--- config.mk ---
export PLATFORM = sky130hd
export DESIGN_NAME = ipv4_tcp_receive_filter_top
export DESIGN_NICKNAME = d
export VERILOG_FILES = /design/src/hdl/itrf_pkg.sv /design/src/hdl/itrf_parse.sv /design/src/hdl/itrf_outq.sv /design/src/hdl/ipv4_tcp_receive_filter_top.sv
export VERILOG_INCLUDE_DIRS = /design/src /design/src/hdl
export SDC_FILE = /design/constraint.sdc
export NUM_CORES = 1
export LEC_CHECK = 0
export BUFFER_PORTS_ARGS = -buffer_cell sky130_fd_sc_hd__buf_4
export CAP_MARGIN = 20
export CORE_MARGIN = 2
export CORE_UTILIZATION = 55
export CTS_CLUSTER_SIZE = 28
export DETAILED_ROUTE_END_ITERATION = 8
export PLACE_DENSITY_LB_ADDON = 0.25
export REMOVE_ABC_BUFFERS = 1
export SYNTH_ARGS = -nofsm -noshare
export SYNTH_HDL_FRONTEND = slang
export SYNTH_SLANG_ARGS = --single-unit
--- constraint.sdc ---
create_clock -name clk -period 4.2 [get_ports clk]
set_input_delay 1.26 -clock clk [delete_from_list [all_inputs] [get_ports clk]]
set_output_delay 1.26 -clock clk [all_outputs]
set_load 0.02 [all_outputs]
--- src/hdl/ipv4_tcp_receive_filter_top_defines.svh ---
// Assertion macros for the IPv4 receive filter.
// Expects clk and rst_n in the scope where a macro is used.
`ifndef IPV4_TCP_RECEIVE_FILTER_TOP_DEFINES_SVH
`define IPV4_TCP_RECEIVE_FILTER_TOP_DEFINES_SVH

// Same-cycle implication, disabled during reset.
`define ITRF_ASSERT_NOW(label, ante, cons) \
  label: assert property (@(posedge clk) disable iff (!rst_n) (ante) |-> (cons)) \
    else $error("itrf: same-cycle check failed");

// Next-cycle implication, disabled during reset.
`define ITRF_ASSERT_NEXT(label, ante, cons) \
  label: assert property (@(posedge clk) disable iff (!rst_n) (ante) |=> (cons)) \
    else $error("itrf: next-cycle check failed");

`endif

--- src/hdl/itrf_pkg.sv ---
// Shared types and constants for the IPv4 receive filter.
// No dependencies.
`default_nettype none
package itrf_pkg;

  localparam int MAX_PACKET_BYTES_DEF = 65536;
  localparam int MIN_HDR_BYTES        = 20;
  localparam int ADDR_FIRST           = 12;
  localparam int ADDR_END             = 20;
  localparam logic [7:0] PROTO_RESET  = 8'd6;
  localparam logic [3:0] VERSION_V4   = 4'd4;
  localparam logic [15:0] LEN_EXTRA   = 16'd8;

  localparam int QDEPTH = 4;
  localparam int QAW    = 2;

  localparam logic [2:0] ST_OK        = 3'd0;
  localparam logic [2:0] ST_TOO_SMALL = 3'd1;
  localparam logic [2:0] ST_NOT_V4    = 3'd2;
  localparam logic [2:0] ST_BAD_PROTO = 3'd3;
  localparam logic [2:0] ST_BAD_SIZE  = 3'd4;
  localparam logic [2:0] ST_HDR_LONG  = 3'd5;
  localparam logic [2:0] ST_BAD_IHL   = 3'd6;

  typedef struct packed {
    logic [7:0]  out_byte;
    logic        is_status;
    logic [2:0]  status_code;
    logic [15:0] out_length;
  } res_t;

  typedef struct packed {
    logic p0;
    logic p1;
    res_t item0;
    res_t item1;
  } push_t;

endpackage
`default_nettype wire

--- src/hdl/itrf_parse.sv ---
// Per-byte header tracking, forwarding decision and end-of-packet verdict.
// Depends on itrf_pkg.
`default_nettype none
module itrf_parse #(
  parameter int MAX_PACKET_BYTES = itrf_pkg::MAX_PACKET_BYTES_DEF
) (
  input  wire logic          clk,
  input  wire logic          rst_n,
  input  wire logic          cfg_we,
  input  wire logic [7:0]    cfg_data,
  input  wire logic          in_fire,
  input  wire logic [7:0]    data_byte,
  input  wire logic          last_byte,
  output itrf_pkg::push_t    push
);

  localparam int CW   = $clog2(MAX_PACKET_BYTES + 1);
  localparam int CMPW = (CW > 16) ? CW : 16;

  logic [7:0]    proto_r;
  logic [CW-1:0] byte_count_r, byte_count_nxt;
  logic [3:0]    header_words_r, header_words_nxt;
  logic [15:0]   declared_length_r, declared_length_nxt;
  logic          version_good_r, version_good_nxt;
  logic          protocol_good_r, protocol_good_nxt;

  logic            sat;
  logic [CW-1:0]   size;
  logic [5:0]      hl;
  logic            addr_hit, pay_hit, fwd;
  logic [CMPW-1:0] size_x, total_x;
  logic [2:0]      code;
  logic [15:0]     len;

  always_comb begin
    sat                 = byte_count_r >= CW'(MAX_PACKET_BYTES);
    hl                  = {header_words_r, 2'b00};
    header_words_nxt    = header_words_r;
    declared_length_nxt = declared_length_r;
    version_good_nxt    = version_good_r;
    protocol_good_nxt   = protocol_good_r;
    if (!sat) begin
      case (byte_count_r)
        CW'(0): begin
          header_words_nxt = data_byte[3:0];
          version_good_nxt = data_byte[7:4] == itrf_pkg::VERSION_V4;
        end
        CW'(2): declared_length_nxt = {data_byte, declared_length_r[7:0]};
        CW'(3): declared_length_nxt = {declared_length_r[15:8], data_byte};
        CW'(9): protocol_good_nxt = data_byte == proto_r;
        default: ;
      endcase
    end
    size     = sat ? byte_count_r : byte_count_r + CW'(1);
    addr_hit = byte_count_r >= CW'(itrf_pkg::ADDR_FIRST) &&
               byte_count_r <  CW'(itrf_pkg::ADDR_END);
    pay_hit  = byte_count_r >= CW'(itrf_pkg::MIN_HDR_BYTES) &&
               byte_count_r >= CW'(hl);
    fwd      = !sat && version_good_nxt && protocol_good_nxt && (addr_hit || pay_hit);

    size_x  = CMPW'(size);
    total_x = CMPW'(declared_length_nxt);
    len     = '0;
    if (size < CW'(itrf_pkg::MIN_HDR_BYTES)) begin
      code = itrf_pkg::ST_TOO_SMALL;
    end else if (!version_good_nxt) begin
      code = itrf_pkg::ST_NOT_V4;
    end else if (!protocol_good_nxt) begin
      code = itrf_pkg::ST_BAD_PROTO;
    end else if ({header_words_nxt, 2'b00} < 6'(itrf_pkg::MIN_HDR_BYTES)) begin
      code = itrf_pkg::ST_BAD_IHL;
    end else if (total_x != size_x) begin
      code = itrf_pkg::ST_BAD_SIZE;
    end else if (16'({header_words_nxt, 2'b00}) > declared_length_nxt) begin
      code = itrf_pkg::ST_HDR_LONG;
    end else begin
      code = itrf_pkg::ST_OK;
      len  = declared_length_nxt - 16'({header_words_nxt, 2'b00}) + itrf_pkg::LEN_EXTRA;
    end

    byte_count_nxt = size;
    if (last_byte) begin
      byte_count_nxt      = '0;
      header_words_nxt    = '0;
      declared_length_nxt = '0;
      version_good_nxt    = 1'b0;
      protocol_good_nxt   = 1'b0;
    end
  end

  // Status goes in the first slot when no data byte is forwarded.
  always_comb begin
    itrf_pkg::res_t d_item, s_item;
    d_item = '{out_byte: data_byte, is_status: 1'b0, status_code: itrf_pkg::ST_OK,
               out_length: 16'd0};
    s_item = '{out_byte: 8'd0, is_status: 1'b1, status_code: code, out_length: len};
    push.p0    = in_fire && (fwd || last_byte);
    push.p1    = in_fire && fwd && last_byte;
    push.item0 = fwd ? d_item : s_item;
    push.item1 = s_item;
  end

  always_ff @(posedge clk) begin
    if (!rst_n) begin
      proto_r           <= itrf_pkg::PROTO_RESET;
      byte_count_r      <= '0;
      header_words_r    <= '0;
      declared_length_r <= '0;
      version_good_r    <= 1'b0;
      protocol_good_r   <= 1'b0;
    end else begin
      if (cfg_we) begin
        proto_r <= cfg_data;
      end
      if (in_fire) begin
        byte_count_r      <= byte_count_nxt;
        header_words_r    <= header_words_nxt;
        declared_length_r <= declared_length_nxt;
        version_good_r    <= version_good_nxt;
        protocol_good_r   <= protocol_good_nxt;
      end
    end
  end

endmodule
`default_nettype wire

--- src/hdl/itrf_outq.sv ---
// Result queue: takes up to two result items per cycle, hands out one per transfer.
// Depends on itrf_pkg and the assertion macro header.
`default_nettype none
`include "ipv4_tcp_receive_filter_top_defines.svh"
module itrf_outq (
  input  wire logic            clk,
  input  wire logic            rst_n,
  input  wire itrf_pkg::push_t push,
  output logic                 room,
  output logic                 out_valid,
  input  wire logic            out_ready,
  output itrf_pkg::res_t       out_item
);

  itrf_pkg::res_t mem_r [itrf_pkg::QDEPTH];
  logic [itrf_pkg::QAW-1:0] wr_ptr_r, rd_ptr_r;
  logic [itrf_pkg::QAW:0]   cnt_r, cnt_nxt;
  logic                     pop;
  logic [itrf_pkg::QAW:0]   n_push;

  assign room      = cnt_r <= (itrf_pkg::QAW+1)'(itrf_pkg::QDEPTH - 2);
  assign out_valid = cnt_r != '0;
  assign out_item  = mem_r[rd_ptr_r];
  assign pop       = out_valid && out_ready;
  assign n_push    = (itrf_pkg::QAW+1)'(push.p0) + (itrf_pkg::QAW+1)'(push.p1);
  assign cnt_nxt   = cnt_r + n_push - (itrf_pkg::QAW+1)'(pop);

  always_ff @(posedge clk) begin
    if (push.p0) begin
      mem_r[wr_ptr_r] <= push.item0;
    end
    if (push.p1) begin
      mem_r[wr_ptr_r + itrf_pkg::QAW'(1)] <= push.item1;
    end
  end

  always_ff @(posedge clk) begin
    if (!rst_n) begin
      wr_ptr_r <= '0;
      rd_ptr_r <= '0;
      cnt_r    <= '0;
    end else begin
      wr_ptr_r <= wr_ptr_r + n_push[itrf_pkg::QAW-1:0];
      rd_ptr_r <= rd_ptr_r + itrf_pkg::QAW'(pop);
      cnt_r    <= cnt_nxt;
    end
  end

  `ITRF_ASSERT_NOW(a_cnt_bound, 1'b1, cnt_r <= (itrf_pkg::QAW+1)'(itrf_pkg::QDEPTH))
  `ITRF_ASSERT_NOW(a_push_order, push.p1, push.p0 && push.item1.is_status)
  `ITRF_ASSERT_NEXT(a_hold_head, out_valid && !out_ready && !push.p0, $stable(out_item))

endmodule
`default_nettype wire

--- src/hdl/ipv4_tcp_receive_filter_top.sv ---
// IPv4 receive filter: forwards addresses and payload of matching packets
// and reports a verdict per packet. Depends on itrf_pkg, itrf_parse, itrf_outq.
//
// Usage:
//   in_*  : one packet byte per transfer in in_tdata, in_tlast on the final byte.
//   out_* : out_tuser = 0 for an address/payload byte, 1 for the status item
//           that follows the final byte. out_tdata carries byte, code, length.
//   cfg_* : writes the accepted protocol number (reset value 6, TCP).
// Each result item is registered in the result queue and is presented once it reaches the head.
// Throughput: one byte per cycle while in_tready is high; a final byte that is also
//   forwarded yields two items, which the four-entry result queue absorbs.
// in_tready depends only on queue fill, never combinationally on out_tready.
// When the receiver stalls, the queue fills and in_tready drops once fewer
//   than two entries are free; items are held, none are dropped.
// Reset (synchronous, rst_n low) empties the queue, clears the per-packet
//   state and restores the protocol register. No clearing pass is needed.
// Bytes beyond MAX_PACKET_BYTES in one packet are ignored except for in_tlast.
`default_nettype none
module ipv4_tcp_receive_filter_top #(
  parameter int MAX_PACKET_BYTES = itrf_pkg::MAX_PACKET_BYTES_DEF
) (
  input  wire logic        clk,
  input  wire logic        rst_n,
  input  wire logic        cfg_valid,
  output logic             cfg_ready,
  input  wire logic [7:0]  cfg_data,    // [7:0] accepted_protocol
  input  wire logic        in_tvalid,
  output logic             in_tready,
  input  wire logic [7:0]  in_tdata,    // [7:0] data_byte
  input  wire logic        in_tlast,
  output logic             out_tvalid,
  input  wire logic        out_tready,
  output logic [31:0]      out_tdata,   // [7:0] out_byte, [10:8] status_code,
                                        // [26:11] out_length, [31:27] zero
  output logic             out_tuser    // [0] is_status
);

  itrf_pkg::push_t push;
  itrf_pkg::res_t  head;
  logic            room;
  logic            in_fire;

  assign cfg_ready = 1'b1;
  assign in_tready = room;
  assign in_fire   = in_tvalid && room;

  itrf_parse #(
    .MAX_PACKET_BYTES(MAX_PACKET_BYTES)
  ) u_parse (
    .clk      (clk),
    .rst_n    (rst_n),
    .cfg_we   (cfg_valid),
    .cfg_data (cfg_data),
    .in_fire  (in_fire),
    .data_byte(in_tdata),
    .last_byte(in_tlast),
    .push     (push)
  );

  itrf_outq u_outq (
    .clk      (clk),
    .rst_n    (rst_n),
    .push     (push),
    .room     (room),
    .out_valid(out_tvalid),
    .out_ready(out_tready),
    .out_item (head)
  );

  assign out_tdata = {5'd0, head.out_length, head.status_code, head.out_byte};
  assign out_tuser = head.is_status;

endmodule
`default_nettype wire

Word-level counts from Yosys, hierarchy flattened:

Memories as Yosys holds them, arrays and structs flattened. A register that Yosys moved wholly into a read port is not among the register bits.
Cells that the tools add are included.

* memories kept: 1
* logic and storage cells: 81
* RAM bits: 112
* bits of input ports: 22
* bits in registers: 54

Memories
* u_outq.mem_r: depth 4, width 28, read ports 1, clocked after memory_dff 1, wr ports 2, line itrf_outq.sv:15 `itrf_pkg::res_t mem_r [itrf_pkg::QDEPTH];`

* reductions and logical operators: 15
* mux-type cells: 32
* equality and inequality tests: 6
* add/sub/neg operators: 9
* magnitude comparators: 9

Operators with widths (count)
* 16-bit 2-to-1 mux: 8
* 17-bit by 2-bit equality test with 1-bit output (second input constant): 2
* 17-bit by 5-bit less-than comparator with 1-bit output (second input constant): 2
* 17-bit 2-to-1 mux: 2
* 16-bit case mux with 2 select lines: 1
* 28-bit 2-to-1 mux: 1
* 3-bit 2-to-1 mux: 6
* 17-bit by 1-bit adder with 17-bit output (second input constant): 1
* 17-bit by 4-bit equality test with 1-bit output (second input constant): 1
* 17-bit greater-or-equal comparator (second input constant): 1
* 17-bit by 4-bit greater-or-equal comparator with 1-bit output (second input constant): 1
* 17-bit by 5-bit greater-or-equal comparator with 1-bit output (second input constant): 1
* 17-bit by 6-bit greater-or-equal comparator with 1-bit output: 1
* 17-bit zero test: 1
* 16-bit by 17-bit != test with 1-bit output: 1
* 16-bit by 4-bit adder with 16-bit output (second input constant): 1
* 6-bit by 16-bit greater-than comparator with 1-bit output: 1
* 16-bit by 6-bit subtractor with 16-bit output: 1
* 4-bit 2-to-1 mux: 3
* 1-bit logical AND: 10
* 1-bit 2-to-1 mux: 10
* 8-bit equality test: 1
* 6-bit by 5-bit less-than comparator with 1-bit output (second input constant): 1
* 4-bit by 3-bit equality test with 1-bit output (second input constant): 1
* 11 further kinds: 12

Logic depth before layout (Yosys ltp):

Gate-level depths: netlist of run 1.

* word-level depth: 12
* mapped depth: 19
* gate-level depth less buffers: 18

Hierarchy:

From an unflattened synthesis of run 1, not the netlist that was laid out.

* cells, all modules: 943
* area total of the unflattened synthesis: 10715.3 sq um

By module, submodules not included
* itrf_outq: area each 5949.5 sq um, times used 1, cells each 314, sequential area each 3503.4 sq um
* itrf_parse: area each 4707.0 sq um, times used 1, cells each 620, sequential area each 940.9 sq um
* ipv4_tcp_receive_filter_top: area each 58.8 sq um, times used 1, cells each 9, sequential area each 0.0 sq um

Worst setup path before layout of run 1:

Ideal clock, no wire load.

* kind: in2reg
* from: in in_tdata[3]
* to: mem u_outq.mem_r[0][15] in the netlist's numbering (data pin)
* arrival time: 4066 ps
* stages on the path: 13
* setup slack: -129 ps
* buffers on the path: 1
* required time: 3937 ps
* cell sequence: clkbuf_1 and3_1 or2_2 or2_2 ha_1 o211ai_1 a21o_1 or4_1 o2111ai_1 a31oi_1 o21ai_0 xor2_1 nor2_1

RTL lines
* start, declared: line ipv4_tcp_receive_filter_top.sv:29 `input wire logic [7:0] in_tdata,`
* end, declared: line itrf_outq.sv:15

==> out/metrics.yaml, run 1 <==
status: "completed"
worst_pin_slew_ns: 0.871
rows: 47
start_kind: "register"
rsz0062_at_grt: "yes"
hold_viol: 0
cts_tree: "yes"
coreArea_sq_mm: 0.0165
area_delta_synth_final_pct: 19.4
fin_crit_ns: 4.04
synthTopCellsByArea: "edfxtp_1 25%, dfxtp_1 20%, mux4_2 6.8%"
dieArea_sq_mm: 0.0178
routed_wl_microns: 23600
antenna-diode-count: 0
clk_latency_ns: 0.44
grt_max_degree: 55
worstRegToRegCells: 15
cts_sinks: 166
syn_area_sq_mm: 0.00921
drv_slew: 0
grt_pass1_wl_microns: 37200
initialDrtViolationCount: 584
die_w_microns: 133
drc: 0
dr.pass1.iters: 6
async_flop_share_pct: 0
p_switching_mw: 1.39
combPwrFrac_pct: 25.3
yosys.area.top_type: "edfxtp_1"
clock.fmax_ghz: 0.247
crit_path_end_kind: "register"
start_util_pct: 55.9
place.gp.congestion: 0.941
cp.required_ns: 4.37
vias: 7366
postLayoutCoreUtil_pct: 66.8
place_area_sq_mm: 0.0103
dp_hpwl_microns: 16300
wl_per_cell_microns: 19.0
multi_input_area_sq_mm: 0.00479
port-buffer-count: 51
min_path_type: "reg -> reg"
hold_start: "u_outq.mem_r[3][19]"
htree_levels: 4
nNetsFinal: 1067
critical_path_class: "reg -> reg"
yosys_warnings: 0
stdcell_area_sq_mm: 0.0110
syn_inst: 903
peakVddDrop_uv: 294
clock_power_share_pct: 35.1
worst_clock_skew_ns: 0.0116
overflow: 0
p_leak_nw: 4.33
p_int_mw: 3.14
power_mw: 4.53
grt_antenna_before_repair: 0
syn_avg_cell_area_sq_um: 10.2
hold_buffers: 0
synth_top_area_share_pct: 24.8
worstPathMaxFanout: 6
drv_cap: 0
r2r_start: "u_parse.byte_count_r[13]"
grt_usage_pct: 26.8
fillers: 1297
grt_pass1_vias: 7131
max-clock-path-buffers: 2
ys_seq_area_share_pct: 44.3
seqCellArea_sq_mm: 0.00409
synth_edf_count: 76
drive_above_1_share_pct: 23.7
worstPathArrival_ns: 4.22
dp_cells: 1205
path_clk_slew_ns: 0.07
synth_seq_cells: 166
stdcell_count: 1238
p_seq_share_pct: 39.6
sw_frac_of_total_pct: 30.8
crit_path_start: "u_parse.byte_count_r[13]"
die-height_microns: 133
p_per_area_mw_per_mm2: 412
ant_nets: 0
numCtsBuffers: 17
io_pins: 58
viasPerCell: 5.95
period_share_pct: 96.2
whs_path_depth: 2
maxSlewHeadroom_pct: 41.7
synth_ff_type: "dfxtp_1"
setup_violations: 0
ctsRootBufferMaster: "clkbuf_16"
ys_types: 71
area by class of cell:
| class | instances | area share, % |
|---|---|---|
| clock buffers | 20 | 4.45 |
| clock inverters | 12 | 1.02 |
| inverters | 43 | 1.47 |
| multi-input cells | 639 | 43.5 |
| flip-flops and latches | 166 | 37.1 |
| well taps | 220 | 2.50 |
| repair buffers | 138 | 9.87 |
power by group through the flow:
| stage | clock network [mW] | registers [mW] | logic [mW] |
|---|---|---|---|
| 3_3_place_gp | 0 | 1.83 | 1.11 |
| 2_1_floorplan | 0 | 1.87 | 0.659 |
| 6_report | 1.59 | 1.80 | 1.15 |
| 4_1_cts | 1.61 | 1.80 | 1.13 |
| 3_5_place_dp | 0 | 1.83 | 1.13 |
| 5_1_grt | 1.65 | 1.80 | 1.24 |
final timing paths:
check        slack [ns]             endpoint
max                0.16  u_outq.mem_r[2][15]
min                0.48  u_outq.mem_r[3][19]
max reg2reg        0.16  u_outq.mem_r[2][15]
min reg2reg        0.48  u_outq.mem_r[3][19]
what timing repair did:
| action | in CTS | in global routing |
|---|---|---|
| resized for setup | 1 | 18 |
| endpoints found under the setup margin | 4 | 24 |
| setup buffers | 0 | 1 |
| pin swaps | 0 | 4 |
layout by cell type (no fill, tap or decap), types with 5 or more instances in the layout:
cell type    n
a21o_1       6
a21oi_1     25
a22o_1      39
a22oi_1     22
a31oi_1      9
and2_1      23
and3_1      11
buf_4      134
clkbuf_16   19
conb_1       6
dfxtp_1     89
edfxtp_1    76
ha_1        38
inv_1       43
inv_8        5
mux2_2       6
mux2i_1      8
mux4_2      28
nand2_1     44
nand3_1     13
nand4_1     16
nor2_1     108
nor2b_1     37
nor3_1      16
nor4_1       6
o21ai_0     33
or2_2        5
or3_1        7
xnor2_1     33
xor2_1      16
stage by stage:
stage               setup TNS [ns]  hold slack (ns)  worst slack, ns
finish                           0            0.478            0.158
global route                 -1.07            0.488          -0.0859
global placement             -1.79            0.447           -0.175
CTS                              0            0.478           0.0686
detailed placement           -2.18            0.458           -0.198
floorplan                   -0.393            0.432          -0.0719
registers in the layout, indices dropped and copies added, names as in the netlist:
signal and flops:
u_parse.byte_count_r 17, u_outq.rd_ptr_r 2, u_parse.declared_length_r 16, u_parse.header_words_r 4, u_outq.wr_ptr_r 2, u_parse.protocol_good_r 1, u_parse.version_good_r 1, u_parse.proto_r 8
u_outq.cnt_r 3, u_outq.mem_r 112
synthesized netlist by cell type, drive strengths merged (22+ instances only):
cell	count
o21ai	38
nor2	108
xnor2	33
a22o	42
clkbuf	36
and2	23
nand2	45
dfxtp	90
ha	39
buf	23
inv	43
a21oi	27
nor2b	37
a22oi	22
mux4	28
edfxtp	76
cells by family (layout without fill, tap and decap cells):
logic type      after synthesis  in the layout  synth area share (%)
simple gates                317            317                  17.9
compound gates              183            183                  13.9
flops                       166            166                  44.3
buf+inv                     102            213                  4.79
xor+xnor                     50             50                  4.75
mux                          43             43                  8.69
fa+ha+maj                    40             40                  5.51
other cells                   2              6                0.0815
layer usage:
metal  GRT usage, %  share of wire (%)
met1           36.4                 44
met2           44.4                 48
met4           8.51                2.3
met5              0                  0
met3           4.11                5.0
worst max-delay path, cell delays in order (launching register included):
cell	delay, ns
dfxtp_1	0.39
nor4_1	0.33
nand4_1	0.24
o21a_1	0.25
or2_2	0.30
buf_4	0.15
xnor2_1	0.27
ha_1	0.24
a21oi_1	0.09
a21o_1	0.22
or4_1	0.42
o2111ai_2	0.20
a31oi_2	0.14
o21ai_1	0.18
xor2_1	0.28
nor2_1	0.09
No activity file was read; power rests on OpenSTA's default activity.
==> run 2: changes to the inputs <==
Settings changed: CORE_MARGIN 2 to 10, SETUP_SLACK_MARGIN set to 0.5.
==> run 2 against run 1 <==
Clock skew fell by 0.0016 ns. Worst setup slack improved by 0.14 ns. Worst hold slack barely moved. Die area rose by 25%. Flip-flop and latch count did not move. Clock power barely moved. Register-to-register slack improved by 0.14 ns. Global-route usage fell by 5.0 points. Total power rose by 1.6%. Cell count rose by 0.57%. Critical path type unchanged. Critical endpoint is now u_outq.mem_r[0][15]. Largest power group unchanged.
==> out/metrics.yaml, run 2 (same netlist as run 1, synthesis figures left out) <==
mostFrequentLayoutCells: "134 x buf_4, 102 x nor2_1, 79 x dfxtp_1"
hold_viol: 0  # unchanged
wl_per_cell_microns: 19.8  # +4.0%
fin_crit_ns: 3.91  # -0.135 ns
drive_above_1_share_pct: 29.4  # +5.7 points
cts_tree: "yes"
place.gp.congestion: 0.931  # -1.1%
largestRegisters: "u_outq.mem_r (112), u_parse.byte_count_r (17), u_parse.declared_length_r (16)"
clk_latency_ns: 0.44  # about the same
initialDrtViolationCount: 761  # +30%
worst_path_max_delay_cell: "or4_4"
maxSlewHeadroom_pct: 54.4  # +13 points
worst_pin_slew_ns: 0.685  # -0.186 ns
dp_hpwl_microns: 16800  # +3.0%
ant_nets: 0  # unchanged
max-clock-path-buffers: 2  # unchanged
grt_pass1_vias: 7238  # +1.5%
stdcell_count: 1245  # +0.57%
grt_pass1_wl_microns: 38600  # +3.7%
rows: 47  # unchanged
drv_slew: 0  # unchanged
dp_slack_ns: -0.223  # -0.0245 ns
clock.fmax_ghz: 0.256  # +3.5%
slowest_delay_ns: 0.44  # +0.02 ns
grt_busiest_layer: "met2"
start_kind: "register"
mostFrequentLayoutCell: "buf_4"
critPathBufInv: 1  # unchanged
worstPathMaxFanout: 6  # unchanged
critical_path_class: "reg -> reg"
nNetsFinal: 1074  # +0.66%
vias: 7533  # +2.3%
antenna-diode-count: 0  # unchanged
whs_ns: 0.478  # +0.000394 ns
numCtsBuffers: 17  # unchanged
htree_levels: 4  # unchanged
status: "completed"
start_util_pct: 55.8  # -0.20 points
regMostFlops: "u_outq.mem_r"
coreArea_sq_mm: 0.0165  # +0.36%
crit_top_cell: "ha_4"
routed_wl_microns: 24700  # +4.6%
worst_clock_skew_ns: 0.00992  # -0.00163 ns
use_met3_pct: 4.47  # +0.36 points
stdcell_area_sq_mm: 0.0114  # +4.1%
cts_sinks: 166  # unchanged
worst_slack_ns: 0.293  # +0.135 ns
dp_cells: 1204  # -0.083%
cp_top_family: "simple AND/OR/NAND/NOR gates"
hold_buffers: 0  # unchanged
tns_ns: 0  # unchanged
die-height_microns: 149  # +12%
overflow: 0  # unchanged
min_path_type: "reg -> reg"
ctsRootBufferMaster: "clkbuf_16"
die_w_microns: 149  # +12%
p_per_area_mw_per_mm2: 402  # -2.4%
drc: 0  # unchanged
dr.pass1.iters: 7  # +1
grt_max_degree: 55  # unchanged
dieArea_sq_mm: 0.0223  # +25%
cp.depth: 15  # unchanged
postLayoutCoreUtil_pct: 69.3  # +2.5 points
grt_usage_pct: 21.8  # -5.0 points
period_share_pct: 93.0  # -3.2 points
viasPerCell: 6.05  # +1.7%
worstPathArrival_ns: 4.09  # -0.13 ns
crit_path_end_kind: "register"
power_mw: 4.60  # +1.6%
p_leak_nw: 4.45  # +2.8%
worstRegToRegCells: 15  # unchanged
use_met2_pct: 35.2  # -9.2 points
place_area_sq_mm: 0.0103  # about the same
largest_reg_flops: 112  # unchanged
path_clk_slew_ns: 0.07  # about the same
cp_cell_sequence: "nor4_2 > nand4_1 > or2_4 > a22o_1 > inv_2 > ha_4 > ha_4 > o211ai_1 > a21o_1 > or4_4 > o2111ai_4 > a31oi_4 > o21ai_2 > xor2_2 > nor2_1"
rsz0062_at_grt: "yes"
setup_violations: 0  # unchanged
cp.required_ns: 4.39  # +0.02 ns
grt_antenna_before_repair: 0  # unchanged
gr-usage-met1_pct: 28.8  # -7.5 points
io_pins: 58  # unchanged
drv_cap: 0  # unchanged
port-buffer-count: 51  # unchanged
area_delta_synth_final_pct: 24.2
whs_path_depth: 2  # unchanged
peakVddDrop_uv: 319  # +8.4%
-- run 2: worst paths after layout --
check             slack [ns]                     start             endpoint
hold reg to reg         0.48       u_outq.mem_r[1][19]  u_outq.mem_r[1][19]
hold / removal          0.48       u_outq.mem_r[1][19]  u_outq.mem_r[1][19]
setup / recovery        0.29  u_parse.byte_count_r[14]  u_outq.mem_r[0][15]
setup reg to reg        0.29  u_parse.byte_count_r[14]  u_outq.mem_r[0][15]
-- run 2: layout make-up --
class,instances,area [sq um]
flip-flops and latches,166,4100
inverters,43,161
multi-input cells,639,5130
clock buffers,18,429
clock inverters,14,159
well taps,220,275
fillers,1254,5080
repair buffers,145,1190
-- run 2: power breakdown --
group	total [mW]	leakage, nW	internal, mW	switching, mW
sequential	1.83	1.41	1.75	0.0788
clock	1.58	0.276	0.846	0.734
combinational	1.19	2.76	0.560	0.632
-- run 2: routing by layer --
layer | wire length, microns | share of wire, %
met1 | 10600 | 43
met2 | 12200 | 49
met3 | 1500 | 6.1
met4 | 398 | 1.6
met5 | 0 | 0
-- run 2: repair_timing --
| action | CTS | global route |
|---|---|---|
| setup buffers | 4 | 4 |
| pin swaps | 26 | 35 |
| cloned | 0 | 1 |
| endpoints found under the setup margin | 66 | 69 |
| gates resized for setup | 48 | 53 |
-- run 2: worst register-to-register path, stage by stage (launching register included) --
cell and delay [ns]:
dfxtp_2 0.37, nor4_2 0.30, nand4_1 0.26, or2_4 0.32
a22o_1 0.24, inv_2 0.07, ha_4 0.20, ha_4 0.27
o211ai_1 0.10, a21o_1 0.20, or4_4 0.44, o2111ai_4 0.23
a31oi_4 0.14, o21ai_2 0.20, xor2_2 0.23, nor2_1 0.07
